--- config.mk ---
export PLATFORM = sky130hd
export DESIGN_NAME = smce_mul
export DESIGN_NICKNAME = d
export VERILOG_FILES = /design/src/hw/rtl/smce_mul.sv
export SDC_FILE = /design/constraint.sdc
export NUM_CORES = 2
export LEC_CHECK = 0
export BUFFER_PORTS_ARGS = -buffer_cell sky130_fd_sc_hd__clkbuf_2
export CAP_MARGIN = 40
export CORE_MARGIN = 2
export CORE_UTILIZATION = 57
export DETAILED_ROUTE_END_ITERATION = 10
export PLACE_DENSITY = 0.8
export SLEW_MARGIN = 20
export SYNTH_ARGS = -nofsm -noshare
export SYNTH_HDL_FRONTEND = slang
export SYNTH_SLANG_ARGS = --single-unit
--- constraint.sdc ---
create_clock -name clk -period 22.7 [get_ports clk]
set_input_delay 2.27 -clock clk [delete_from_list [all_inputs] [get_ports clk]]
set_output_delay 2.27 -clock clk [all_outputs]
set_load 0.02 [all_outputs]
--- src/hw/rtl/smce_mul.sv ---
// ----------------------------------------------------------------------------
// smce_mul
// Shared signed 33x33 multiplier, product registered.
// ----------------------------------------------------------------------------
module smce_mul (
	input  logic               clk,
	input  logic signed [32:0] a,
	input  logic signed [32:0] b,
	output logic signed [65:0] p_q
);
	always_ff @(posedge clk) begin
		p_q <= a * b;
	end
endmodule

==> results.py <==
metrics = {
    "setup_path": {
        "worstSetupPathType": "input port to flip-flop",
        "cp.arrival_ns": 10.36,
        "cp-end-kind": "flip-flop",
        "critPathLaunchType": "input port",
        "path_max_fanout": 33,
        "cp.required_ns": 22.95,
    },
    "place": {
        "io_buffers": 132,
        "dpl_cell_area_sq_um": 41900,
        "gp_congestion": 0.958,
        "hpwl_mm": 86.3,
    },
    "route": {
        "wl_per_cell_microns": 19.8,
        "drtIter0Drc": 1979,
        "drtAntennaViolNets": 0,
        "wl_mm": 104,
        "vias": 29100,
        "drtPass1Iterations": 7,
        "vias_per_cell": 5.54,
        "route.detailed.drc": 0,
    },
    "timing": {
        "slew_headroom_pct": 37.5,
        "setup_tns_ns": 0,
        "rsz0062_at_grt": "no",
        "tightest_slew_ns": 0.938,
        "setup_violations": 0,
        "hold_viol": 0,
        "layout_worst_path_cycle_share_pct": 44.5,
        "min_period_ns": 10.10,
        "fmax_mhz": 99.0,
        "final-max-slew-violation-count": 0,
    },
    "worst_hold_path": {
        "hp-class": "input port to flip-flop",
    },
    "global_route": {
        "overflow": 0,
        "grt_use_met1_pct": 35.5,
        "antenna_found_initial": 2,
        "grt_pass1_vias": 32700,
        "grt_use_met2_pct": 52.1,
        "busiest_layer": "met2",
        "grt_pass1_wl_mm": 172,
        "grt_max_degree": 34,
        "grt_use_total_pct": 30.0,
        "met3_usage_pct": 4.83,
    },
    "cells_and_area": {
        "utilization_pct": 59.7,
        "fin_area_sq_um": 42500,
        "area_growth_pct": 4.30,
        "final_nets": 5716,
        "regMostFlops": "p_q",
        "largest_register_ffs": 66,
        "layout-drive-gt1-share_pct": 4.94,
        "reg_top3": "p_q: 66 flops",
    },
    "yosys": {
        "synthArstFlopShare_pct": 0,
        "ys.flop_type": "dfxtp_1",
        "synth-edff-count": 0,
        "ys_warn_count": 0,
        "synth-seq-cells": 66,
        "netlist_instances": 4338,
        "yosysUniqueCellTypes": 80,
        "synth.cell_area_sq_um": 40700,
        "syn_area_per_cell_sq_um": 9.39,
        "syn_nets": 5767,
        "yosysSeqAreaShare_pct": 3.24,
    },
    "cts": {
        "post_cts.repair.setup_buffers": 0,
        "cts_tree": "built",
        "root_buffer": "clkbuf_16",
        "clock-sinks": 66,
        "cts_inserted_buffers": 9,
        "htree_levels": 3,
        "path_clk_slew_ns": 0.06,
        "clock_path_buffers": 2,
        "cts_resized": 0,
        "holdBufCountCts": 0,
    },
    "die": {
        "start_util_pct": 57.3,
        "die_h_microns": 271,
        "coreArea_sq_um": 71100,
        "rows": 98,
        "die_w_microns": 271,
        "io_pins": 133,
        "die-area_sq_um": 73600,
    },
    "run": {
        "cap_violations": 0,
    },
    "outcome": {
        "status": "completed",
    },
}
==> cell families (layout without fill, tap and decap cells) <==
family                     Yosys count  after routing  synth area share [%]
DFF                                 66             66                  3.24
AOI/OAI and AO/OA                  219            219                  4.07
other                                0              2                     0
adders and majority gates         1362           1362                  62.9
xor gates and xnor gates            68             68                  1.46
and+or+nand+nor                   1271           1271                  15.8
buffers and inverters             1352           1306                  12.5
==> metal layers <==
| metal | routed length [microns] | vias up | part of all wire [%] |
|---|---|---|---|
| met3 | 7220 | 367 | 6.9 |
| met4 | 6540 | 0 | 6.3 |
| li1 | - | 12200 | - |
| met5 | 0 | - | 0 |
| met2 | 54000 | 1304 | 52 |
| met1 | 36200 | 15200 | 35 |
==> worst max-delay path, stage by stage <==
cell and delay, ns:
clkbuf_2 0.47, nand2_1 0.30, inv_1 0.12, fa_1 0.61, fa_1 0.48, fa_1 0.90, inv_1 0.24, fa_1 0.60
fa_1 0.46, fa_1 0.59, fa_1 0.43, fa_1 0.49, inv_1 0.04, ha_1 0.45, and4_1 0.41, nand3_1 0.16
nand2b_1 0.24, a2111oi_4 0.35, a211oi_4 0.10, a21oi_2 0.23, nor4b_2 0.08, a311oi_1 0.29
==> path summary, 6_finish.rpt <==
check,from,endpoint,slack [ns],depth (start not counted)
worst max-delay path,b[3],p_q[58]$_DFF_P_,12.60,22
worst min-delay path,a[0],p_q[0]$_DFF_P_,2.57,3
==> synthesized netlist by cell type (25+ instances only) <==
master / instances / area, sq um
nor2_1: 68 / 255
a21oi_1: 57 / 285
inv_1: 1131 / 4250
xnor2_1: 43 / 377
ha_1: 217 / 2720
nand3_1: 25 / 125
a21o_1: 36 / 270
nand2_1: 551 / 2070
fa_1: 1145 / 22900
xor2_1: 25 / 219
clkbuf_1: 208 / 781
and2_1: 562 / 3520
dfxtp_1: 66 / 1320
o21ai_0: 25 / 125
==> area by class of cell <==
type	count	area, sq um
multi-input combinational	2920	34300
tap	950	1190
inverter	1131	4250
fill	5931	28600
antenna	2	5.00
timing repair buffer	159	1110
sequential	66	1320
clock inverter	7	75.1
clock buffer	9	225
==> per-stage QoR <==
step           std cells  setup WS [ns]  hold WS [ns]
2_1_floorplan       4338          13.19          2.40
3_3_place_gp        5212          12.27          2.69
3_5_place_dp        5215          12.30          2.69
4_1_cts             5231          12.65          2.55
5_1_grt             5244          12.16          2.57
6_report            5244          12.60          2.57
==> layout by cell type (no fill, tap or decap), drive strengths merged, types with 3 or more instances in the layout <==
master | netlist | final
a211o | 6 | 6
a211oi | 11 | 11
a21boi | 3 | 3
a21o | 38 | 38
a21oi | 61 | 61
a221oi | 3 | 3
a31oi | 9 | 9
and2 | 563 | 563
and3 | 6 | 6
and4 | 5 | 5
buf | 13 | 27
clkbuf | 208 | 141
clkinv | 0 | 4
dfxtp | 66 | 66
fa | 1145 | 1145
ha | 217 | 217
inv | 1131 | 1133
nand2 | 551 | 551
nand2b | 12 | 12
nand3 | 26 | 26
nand4 | 12 | 12
nor2 | 68 | 68
nor2b | 5 | 5
nor3 | 7 | 7
nor4 | 3 | 3
o211ai | 5 | 5
o21a | 6 | 6
o21ai | 33 | 33
o21bai | 11 | 11
o31ai | 7 | 7
or2 | 3 | 3
or3 | 3 | 3
xnor2 | 43 | 43
xor2 | 25 | 25
Power is not shown: default switching activity piles up to over one toggle a cycle in this logic, so the estimate is an artifact.
