### config.mk
export PLATFORM = sky130hd
export DESIGN_NAME = smce_div
export DESIGN_NICKNAME = d
export VERILOG_FILES = /design/src/hw/rtl/smce_pkg.sv /design/src/hw/rtl/smce_div.sv
export SDC_FILE = /design/constraint.sdc
export NUM_CORES = 1
export LEC_CHECK = 0
export BUFFER_PORTS_ARGS = -buffer_cell sky130_fd_sc_hd__buf_2
export CORE_MARGIN = 2
export CORE_UTILIZATION = 30
export DETAILED_ROUTE_END_ITERATION = 10
export MAX_ROUTING_LAYER = met4
export PLACE_DENSITY = 0.56
export SLEW_MARGIN = 10
export SYNTH_ARGS = -nofsm -noshare
export SYNTH_HDL_FRONTEND = slang
export SYNTH_SLANG_ARGS = --single-unit
### constraint.sdc
create_clock -name clk -period 5.6 [get_ports clk]
set_input_delay 0.28 -clock clk [delete_from_list [all_inputs] [get_ports clk]]
set_output_delay 0.28 -clock clk [all_outputs]
set_load 0.01 [all_outputs]
### src/hw/rtl/smce_pkg.sv
// ----------------------------------------------------------------------------
// smce_pkg
// Shared types and constants of the softmax cross-entropy loss engine.
// ----------------------------------------------------------------------------
package smce_pkg;

	// Configuration register indexes
	localparam logic [1:0] REG_CLASS_COUNT = 2'd0;
	localparam logic [1:0] REG_BATCH_ROWS  = 2'd1;
	localparam logic [1:0] REG_GRAD_ENABLE = 2'd2;
	localparam logic [1:0] REG_UPSTREAM    = 2'd3;

	// Result kinds
	localparam logic KIND_GRAD = 1'b0;
	localparam logic KIND_LOSS = 1'b1;

	localparam logic [30:0] Q30_ONE = 31'h4000_0000;
	localparam logic [29:0] LN2_Q30 = 30'd744261118;

	// Request to the serial divider: start pulse and dividend width in bits
	typedef struct packed {
		logic       start;
		logic [6:0] nbits;
	} div_req_t;

endpackage

### src/hw/rtl/smce_div.sv
// ----------------------------------------------------------------------------
// smce_div
// Shared restoring divider, one quotient bit per cycle, unsigned.
// ----------------------------------------------------------------------------
module smce_div (
	input  logic                clk,
	input  logic                arst_n,
	input  smce_pkg::div_req_t  req,
	input  logic [63:0]         dividend,
	input  logic [31:0]         divisor,
	output logic                done_q,
	output logic [63:0]         quo_q
);
	import smce_pkg::*;

	logic        run_q;
	logic [6:0]  cnt_q;
	logic [31:0] rem_q;
	logic [31:0] dvs_q;
	logic [32:0] sh;
	logic        ge;

	assign sh = {rem_q, quo_q[63]};
	assign ge = sh >= {1'b0, dvs_q};

	always_ff @(posedge clk or negedge arst_n) begin
		if (!arst_n) begin
			run_q  <= 1'b0;
			cnt_q  <= '0;
			done_q <= 1'b0;
		end else begin
			done_q <= 1'b0;
			if (req.start) begin
				run_q <= 1'b1;
				cnt_q <= req.nbits;
			end else if (run_q) begin
				cnt_q <= cnt_q - 7'd1;
				if (cnt_q == 7'd1) begin
					run_q  <= 1'b0;
					done_q <= 1'b1;
				end
			end
		end
	end

	always_ff @(posedge clk) begin
		if (req.start) begin
			// left-align the dividend so each step takes the top bit
			quo_q <= dividend << (7'd64 - req.nbits);
			rem_q <= '0;
			dvs_q <= divisor;
		end else if (run_q) begin
			rem_q <= ge ? 32'(sh - {1'b0, dvs_q}) : sh[31:0];
			quo_q <= {quo_q[62:0], ge};
		end
	end
endmodule

==> results of run 1 <==
report_power, final:
part | total [mW] | switching [mW] | internal (mW)
combinational | 2.21 | 1.33 | 0.875
sequential | 1.45 | 0.155 | 1.30
clock | 1.15 | 0.535 | 0.619
total | 4.81 | 2.02 | 2.79
cells in the final DEF (no fill, tap or decap), types with 12 or more instances in the layout:
cell,count
sky130_fd_sc_hd__nand2_1,181
sky130_fd_sc_hd__buf_2,168
sky130_fd_sc_hd__nor2_1,101
sky130_fd_sc_hd__edfxtp_1,96
sky130_fd_sc_hd__inv_1,92
sky130_fd_sc_hd__a21oi_1,83
sky130_fd_sc_hd__o21ai_0,73
sky130_fd_sc_hd__mux2i_1,63
sky130_fd_sc_hd__o22ai_1,38
sky130_fd_sc_hd__ha_1,34
sky130_fd_sc_hd__o221ai_1,33
sky130_fd_sc_hd__nand2b_1,33
sky130_fd_sc_hd__mux4_2,32
sky130_fd_sc_hd__dfxtp_1,32
sky130_fd_sc_hd__dlygate4sd3_1,26
sky130_fd_sc_hd__xnor2_1,22
sky130_fd_sc_hd__nand3_1,21
sky130_fd_sc_hd__o211ai_1,19
sky130_fd_sc_hd__a211oi_1,18
sky130_fd_sc_hd__clkbuf_16,18
sky130_fd_sc_hd__a311oi_2,17
sky130_fd_sc_hd__buf_4,15
sky130_fd_sc_hd__nor2b_1,13
sky130_fd_sc_hd__nor3_1,12
path summary, 6_finish.rpt:
check	to	slack, ps	cells past startpoint
min in group asynchronous	cnt_q[2]$_DFFE_PN0P_	210	2
max reg2reg	rem_q[30]$_SDFFE_PP0P_	2020	12
max	quo_q[55]$_DFFE_PP_	1600	10
min	dvs_q[27]$_DFFE_PP_	10	1
max in group asynchronous	run_q$_DFF_PN0_	5190	2
min reg2reg	rem_q[31]$_SDFFE_PP0P_	500	2
metal layers:
layer	up-vias	GRT usage, %	share of wire (%)
li1	4865	-	-
met1	4902	25.49	43
met2	383	32.84	48
met3	57	3.800	6.5
met4	0	5.852	2.5
met5	-	-	0
sequential cells by signal, summed over array words and instances, names as in the netlist:
signal	cells
rem_q	32
cnt_q	7
run_q	1
done_q	1
dvs_q	32
quo_q	64
stage by stage:
| step | hold slack, ps | util, % | cell area [sq um] |
|---|---|---|---|
| after floorplan | -15.59 | - | 10950 |
| after global placement | 146.1 | 34.09 | 12180 |
| after detailed placement | 143.4 | 34.09 | 12180 |
| after CTS | 0.5225 | 36.49 | 13040 |
| after global routing | 6.101 | 36.49 | 13040 |
| final | 9.662 | 36.49 | 13040 |
worst max-delay path, cell delays in order:
cell	delay, ps
sky130_fd_sc_hd__buf_4	440
sky130_fd_sc_hd__inv_1	180
sky130_fd_sc_hd__ha_2	810
sky130_fd_sc_hd__clkinv_1	910
sky130_fd_sc_hd__mux2i_1	460
sky130_fd_sc_hd__mux2i_1	150
sky130_fd_sc_hd__nor2_1	110
sky130_fd_sc_hd__a211oi_1	60
sky130_fd_sc_hd__o21ai_0	500
sky130_fd_sc_hd__o221ai_1	220
final cells by class:
cell class,count,share of cell area (%)
clock buffers,18,3.454
inverters,94,2.763
multi-input cells,936,50.16
flip-flops and latches,137,28.75
clock inverters,14,1.142
well taps,461,4.422
repair buffers,209,9.305
logic make-up (layout without fill, tap and decap cells):
| kind of cell | count (synthesis) | count (layout) |
|---|---|---|
| simple gates | 407 | 407 |
| compound gates | 350 | 350 |
| buf+inv | 180 | 335 |
| flops | 137 | 137 |
| mux | 105 | 105 |
| xor+xnor | 38 | 38 |
| fa+ha+maj | 36 | 36 |
==> results list, run 1 <==
* Run status: complete, no violations
- Hold-fix buffers, CTS: 26
* RR Startpoint: quo_q[63]$_DFFE_PP_
- Final max-slew violation count: 0
* Reported max-cap violation count: 0
* Half-perimeter wire length after placement: 28,020 microns
- Clock-pin slew on the worst setup and hold paths: 70 ps
* Period Utilization, post-route: 71.50%
* Number of global-route vias before repair: a little under 10,000
- Power spread over the standard cell area amounts to 368.8 mW/mm^2.
- After detailed placement, the design holds a cell count of 1,811.
* YS warnings: 0
- Number of fill cells: ~3,700
- Summing the areas of all xor and xnor instances in the mapped netlist gives 3.039% of the synthesized area.
* Biggest area consumer among synthesized cells: sky130_fd_sc_hd__edfxtp_1
* FF+latch count, synth: 137
- Final hold violation count: 0
* Post-layout minimum cycle time: 4004 ps
- Counting every net in the synthesized netlist gives between 1,000 and 1,500.
* Crit. End Element: flip-flop
- Clock root buffer: sky130_fd_sc_hd__clkbuf_16
- Main area contributors after synthesis: sky130_fd_sc_hd__edfxtp_1 (26%), sky130_fd_sc_hd__mux4_2 (6.6%), sky130_fd_sc_hd__nand2_1 (6.2%), sky130_fd_sc_hd__dfxtp_1 (5.8%), sky130_fd_sc_hd__mux2i_1 (5.8%)
* Combined area of the multi-input logic cells: 0.006543 sq mm
* Number of buffer cells added on primary ports: 170
* Sequential Area: 0.003750 sq mm
- Global route overflow: 0
- The synthesized netlist devotes ~4.2% of its cell area to adder and majority cells.
* Most instantiated cells after synthesis: sky130_fd_sc_hd__nand2_1 (181), sky130_fd_sc_hd__nor2_1 (101), sky130_fd_sc_hd__edfxtp_1 (96), sky130_fd_sc_hd__inv_1 (92), sky130_fd_sc_hd__a21oi_1 (83)
- Detailed-route vias per instance: 5.461
- Clock skew on the completed layout was measured at about 17 ps.
* Worst hold path type: input pin to flip-flop
- Count of flip-flops with a built-in enable after synthesis: 96
- Entering global routing, the biggest net connects 80 pins.
- Final net count: 1,537
- Post-synthesis compound-gate area fraction: a little over a fifth
- In the synthesized netlist the dominant register cell turns out to be sky130_fd_sc_hd__edfxtp_1.
- The critical path is of the input pin to flip-flop type.
- The H-tree was split into 4 levels.
- Post-route DRC violation count: 0
- Setup repair after global routing missed its margin: false
- The tree built by TritonCTS fans out to 137 sinks.
- In this run the horizontal extent of the chip is 195.1 microns.
* Dominant combinational cell family by area after synthesis: compound AO/OA/AOI/OAI gates
* Final setup vio count: 0
- Once detail routing completed, the nets flagged for antenna violations numbered 0.
* Global-route wire length before repair: 57,730 microns
* Number of diodes added for antenna fixing: 0
- Total vias in the final route: 10,210
* Initial core utilization: a little under a third
- Across the VDD grid, the largest voltage drop is 238.5 uV.
* Initial antenna violation count: 0
- Excluding fillers, the count of instances in the completed layout stands at 1,869.
- Post-synthesis cell type count: 70
- The design draws 4.811 mW.
* Syn-to-layout area delta: 19.09%
- Synthesized-area fraction occupied by and/or/nand/nor cells: 16.65%
* Bufs on Longest Clock Path: 2
* CP Launch Type: input pin
- Post-synth top area share: 26.32%
- After synthesis, flip-flops and latches occupy 34.23% of the total area.
- Aggregate routed wire length: 37,510 microns
- Dividing the detail-routed wire length by the instance count gives 20.07 microns.
- In this run the worst path has a maximum fanout of 40.
- Post-CTS Setup Repair Bufs: 0
* Die outline height: around 200 microns
- TritonCTS Buffers: 17
* Setup ws final: around 1600 ps
* Worst slew pin tran: approximately 960 ps
- Headroom to the max-slew limit came out at a little over a third.
- Accumulated negative setup slack: 0 ps
- Crit. Startpoint: req[0]
- Netlist area before placement: 0.01095 sq mm
* Leakage Power: 5.489 nW
* Fraction of final layout cells sized beyond drive strength 1: 21.02%
* Worst setup timing slack at the placement stage: 1215 ps
- Dividing the synthesized area by the synthesized cell count gives approximately 8.7 sq um.
- CP required: around 5800 ps
- GP Congestion: 0.9772
* Data arrival time of the critical path: 4170 ps
- The die covers 0.03805 sq mm.
- Synthesis produced 1,253 cells.
- Post-cts sizing count: 0
* Source of the worst hold timing path: divisor[27]
- TritonCTS built the clock tree.
- After the first detailed-routing iteration, the DRC count stood at 799.
- Cell row count: 69
* Total core area: about 0.036 sq mm
- Fmax: 249.8 MHz
- Share of async-settable or async-resettable flops after synthesis: 6.569%
- Library cell with the highest instance count after synthesis: sky130_fd_sc_hd__nand2_1
- Mux share of post-synthesis cell area: between 10% and 20%
- Later-pin clock latency in the skew report: 460 ps
* Count of TritonRoute iterations in the first routing pass: 5
- Pin placement for this block handled approximately 170 I/O pins.
* Global Route Usage Sum: 20.15%
Power figures use the tool's default switching activity.
==> inputs of run 2 (changes only) <==
--- a/config.mk
+++ b/config.mk
@@ -5,12 +5,13 @@
 export SDC_FILE = /design/constraint.sdc
 export NUM_CORES = 1
 export LEC_CHECK = 0
+export ABC_AREA = 1
 export BUFFER_PORTS_ARGS = -buffer_cell sky130_fd_sc_hd__buf_2
 export CORE_MARGIN = 2
 export CORE_UTILIZATION = 30
 export DETAILED_ROUTE_END_ITERATION = 10
 export MAX_ROUTING_LAYER = met4
-export PLACE_DENSITY = 0.56
+export PLACE_DENSITY = 0.55
 export SLEW_MARGIN = 10
 export SYNTH_ARGS = -nofsm -noshare
 export SYNTH_HDL_FRONTEND = slang
==> constraint.sdc (replaced) <==
create_clock -name clk -period 3.76 [get_ports clk]
set_input_delay 0.188 -clock clk [delete_from_list [all_inputs] [get_ports clk]]
set_output_delay 0.188 -clock clk [all_outputs]
set_load 0.01 [all_outputs]
==> results list, run 2 <==
* Run status: complete, no violations
* Max FFs per register: between 60 and 70
- After technology mapping, the gate count stands at 1,939.
- Dividing the detail-routed via count by the number of cells gives 5.006.
- Net switching is 43.30% of the power.
- Data arrival time of the critical path: approximately 3100 ps
* Max H-tree Level: 4
- Leakage Power: 7.319 nW
- For this block, the initial DRC count from the detailed router was about 1,200.
* Power share of the clock group: 23.9%
- Share of power burned in registers: 29.7%
- Final setup vio count: 0
- Ys flop type: sky130_fd_sc_hd__edfxtp_1
- Most instantiated cells after synthesis: sky130_fd_sc_hd__nand2_1 (738), sky130_fd_sc_hd__nand3_1 (388), sky130_fd_sc_hd__inv_1 (206), sky130_fd_sc_hd__edfxtp_1 (96), sky130_fd_sc_hd__nor2_1 (71)
* Most flops, register: quo_q
* Main area contributors after synthesis: sky130_fd_sc_hd__edfxtp_1 (24%), sky130_fd_sc_hd__nand2_1 (23%), sky130_fd_sc_hd__nand3_1 (16%), sky130_fd_sc_hd__inv_1 (6.5%), sky130_fd_sc_hd__dfxtp_1 (5.3%)
* Detail Route Antenna Nets: 0
- The synthesized netlist occupies a cell area of about 0.012 sq mm.
* Final hold violation count: 0
- The worst setup path is captured at a flip-flop.
* Share of async-settable or async-resettable flops after synthesis: 6.569%
- YS warnings: 0
* Die footprint: between 0.04 and 0.05 sq mm
- Fmax: 364.3 MHz
- Period Utilization, post-route: 73.00%
- Leading cell type in the layout, fill and taps excluded: sky130_fd_sc_hd__nand2_1
- Clock root buffer: sky130_fd_sc_hd__clkbuf_16
- Number of diodes added for antenna fixing: 0
- For this design the ratio of total power to cell area is 492.7 mW/mm^2.
- The first TritonRoute pass finished after 6 iterations.
- The die is 203.8 microns tall.
* Accumulated negative setup slack: 0 ps
- The first global-routing pass estimated around 70,000 microns of wire.
- Headroom to the max-slew limit came out at 20.58%.
- After clock tree synthesis, the clock-pin slew on the worst setup and hold paths is 60 ps.
- Half-perimeter wire length after placement: 34,390 microns
- Per report_power, the combinational group accounts for a little under half of the total.
- Relative to the synthesized area, the layout overhead comes to 18.59%.
- The synthesized design contains 96 enable-type register cells.
- The total count of max-transition violations in the final report was 0.
- Clock tree synthesis inserted a total of 17 buffers.
- In this run the horizontal extent of the chip is 203.8 microns.
- Top library cells by usage in the layout, fill and taps aside: sky130_fd_sc_hd__nand2_1 (736), sky130_fd_sc_hd__nand3_1 (388), sky130_fd_sc_hd__inv_1 (204), sky130_fd_sc_hd__buf_2 (170), sky130_fd_sc_hd__edfxtp_1 (96)
* Post-route DRC violation count: 0
* FF+latch count, synth: between 100 and 150
* Net switching component of the power: 3.031 mW
- CP required: 4100 ps
* Worst clock skew: about 12 ps
- The critical path in this run is classified as flip-flop to flip-flop.
- Bufs on Longest Clock Path: 2
- The floorplan has 73 rows.
- Initial core utilization: 30.29%
* Internal Pwr Total: between 3 and 4 mW
- TritonCTS built the clock tree.
- CP Launch Type: flip-flop
- The via count of the first global-routing pass was between 10,000 and 15,000.
- In the final routed layout, each cell accounts on average for 17.07 microns.
- Setup repair after global routing left no endpoint under its margin.
* Largest vdd supply drop: 243.2 uV
- CP max FO: 18
- Global route overflow: 0
- Fraction of the yosys area taken by sequential cells: 31.29%
- Initial antenna violation count: 0
- The detailed router placed approximately 13,000 vias in this run.
- Reported max-cap violation count: 0
- sky130_fd_sc_hd__nand2_1 is the most common cell in the netlist.
- Total core area: 0.03955 sq mm
- Summing internal, switching and leakage power gives 6.999 mW.
- The worst path needs 2745 ps of the cycle, external delays included.
* Largest registers in the final layout: quo_q x64, dvs_q x32, rem_q x32
- Final net count: 2,230
- Number of buffer cells added on primary ports: between 150 and 200
- Post-synth top area share: 24.07%
- Aggregate routed wire length: approximately 45,000 microns
- The clock reaches the later pin of the worst-skew pair after 440 ps.
* Worst hold path type: input pin to flip-flop
- Routability-driven placement finished with a final weighted congestion of 0.9700.
- Biggest area consumer among synthesized cells: sky130_fd_sc_hd__edfxtp_1
- Post-synthesis cell type count: 37
- Per-instance average area after synthesis: 6.178 sq um
- Synthesis produced a netlist with a net count of between 2,000 and 2,500.
- For this design the top-level I/O count stands at ~170.
* Global Route Usage Sum: 22.25%
- For the pin with the worst max-slew slack, the measured transition is approximately 1200 ps.
- Fraction of final layout cells sized beyond drive strength 1: ~14%
* Largest net degree at the start of global routing: 74
- CTS saw 137 sinks.
-- run 2: cell types whose count changed in the layout (fill, tap and decap cells not counted), moves of 18 or more --
cell                       delta
sky130_fd_sc_hd__nand2b_1    -33
sky130_fd_sc_hd__nand3_1    +367
sky130_fd_sc_hd__o21ai_1     +27
sky130_fd_sc_hd__o211ai_1    -18
sky130_fd_sc_hd__inv_1      +112
sky130_fd_sc_hd__mux4_2      -32
sky130_fd_sc_hd__o221ai_1    -31
sky130_fd_sc_hd__o22ai_1     -38
sky130_fd_sc_hd__nor2_1      -31
sky130_fd_sc_hd__a21oi_1     -57
sky130_fd_sc_hd__or2_2       +42
sky130_fd_sc_hd__a211oi_1    -18
sky130_fd_sc_hd__mux2i_1     -63
sky130_fd_sc_hd__nand2_1    +555
-- run 2: worst max-delay path, cell delays in order, from the launching register on --
cell and delay, ps:
sky130_fd_sc_hd__edfxtp_1 340, sky130_fd_sc_hd__inv_1 60, sky130_fd_sc_hd__ha_1 340, sky130_fd_sc_hd__nand2_1 120, sky130_fd_sc_hd__nor2_1 230, sky130_fd_sc_hd__nand3_1 120
sky130_fd_sc_hd__nand3_2 190, sky130_fd_sc_hd__nand2_1 100, sky130_fd_sc_hd__nand2_1 150, sky130_fd_sc_hd__nand2_2 80, sky130_fd_sc_hd__nand2_2 320, sky130_fd_sc_hd__buf_4 310
sky130_fd_sc_hd__nand3_1 130, sky130_fd_sc_hd__nand2_1 90, sky130_fd_sc_hd__nand2_1 50
-- run 2: path summary, 6_finish.rpt --
check / depth (start not counted) / slack, ps / to / start
min in group asynchronous: 2 / 150 / cnt_q[4]$_DFFE_PN0P_ / arst_n
worst max register to register: 14 / 1020 / rem_q[28]$_SDFFE_PP0P_ / dvs_q[7]$_DFFE_PP_
max in group asynchronous: 2 / 3410 / run_q$_DFF_PN0_ / arst_n
worst min-delay path: 3 / 40 / cnt_q[1]$_DFFE_PN0P_ / req[1]
worst max-delay path: 14 / 1020 / rem_q[28]$_SDFFE_PP0P_ / dvs_q[7]$_DFFE_PP_
worst min register to register: 2 / 470 / rem_q[20]$_SDFFE_PP0P_ / rem_q[20]$_SDFFE_PP0P_
-- run 2: kinds of logic after synthesis --
kind of cell	Yosys count	synth area share, %
buffers and inverters	311	10.31
flip-flops	137	31.29
AND/OR/NAND/NOR	1290	46.52
AO/OA/AOI/OAI	145	6.465
adder cells (fa/ha/maj)	36	3.823
XOR/XNOR	20	1.588
-- run 2: power groups by stage --
stage / Sequential (mW) / Clock, mW / Combinational (mW)
2_1_floorplan: 2.09 / 0 / 2.24
3_3_place_gp: 2.10 / 0 / 3.18
3_5_place_dp: 2.10 / 0 / 3.20
4_1_cts: 2.08 / 1.71 / 3.25
5_1_grt: 2.11 / 1.77 / 3.65
6_report: 2.08 / 1.67 / 3.25
-- run 2: final cells by class --
cell class	count	area, sq um
fillers	4343	25340
multi-input cells	1491	7027
clock buffers	22	506.7
well taps	525	656.9
clock inverters	10	78.83
repair buffers	226	1381
flip-flops and latches	137	3749
inverters	215	807.0
-- run 2: timing repair --
action | CTS | global route
hold buffers | 34 | 0
gates resized for setup | 0 | 0
endpoints found under the hold margin | 42 | 0
setup buffers | 0 | 0
endpoints found under the setup margin | 0 | 0
-- run 2: through the flow --
step	utilization [%]	instances	setup slack, ps	area (sq um)	hold slack, ps
after floorplan	-	1939	604.2	11980	-107.6
after detailed placement	33.58	2560	1028	13280	69.32
after global placement	33.58	2560	1011	13280	70.82
after global routing	35.92	2626	768.0	14210	67.65
final	35.92	2626	1015	14210	39.33
after CTS	35.92	2626	999.4	14210	31.73
-- run 2: per-layer routing --
layer  vias to the layer above  global-route usage [%]  share of wire (%)  wire (microns)
li1                       6579                       -                  -               -
met1                      5990                   27.36                 42           19040
met2                       489                   35.31                 46           20640
met3                        89                   4.305                7.0            3137
met4                         0                   10.14                4.5            1996
met5                         -                       -                  0               0
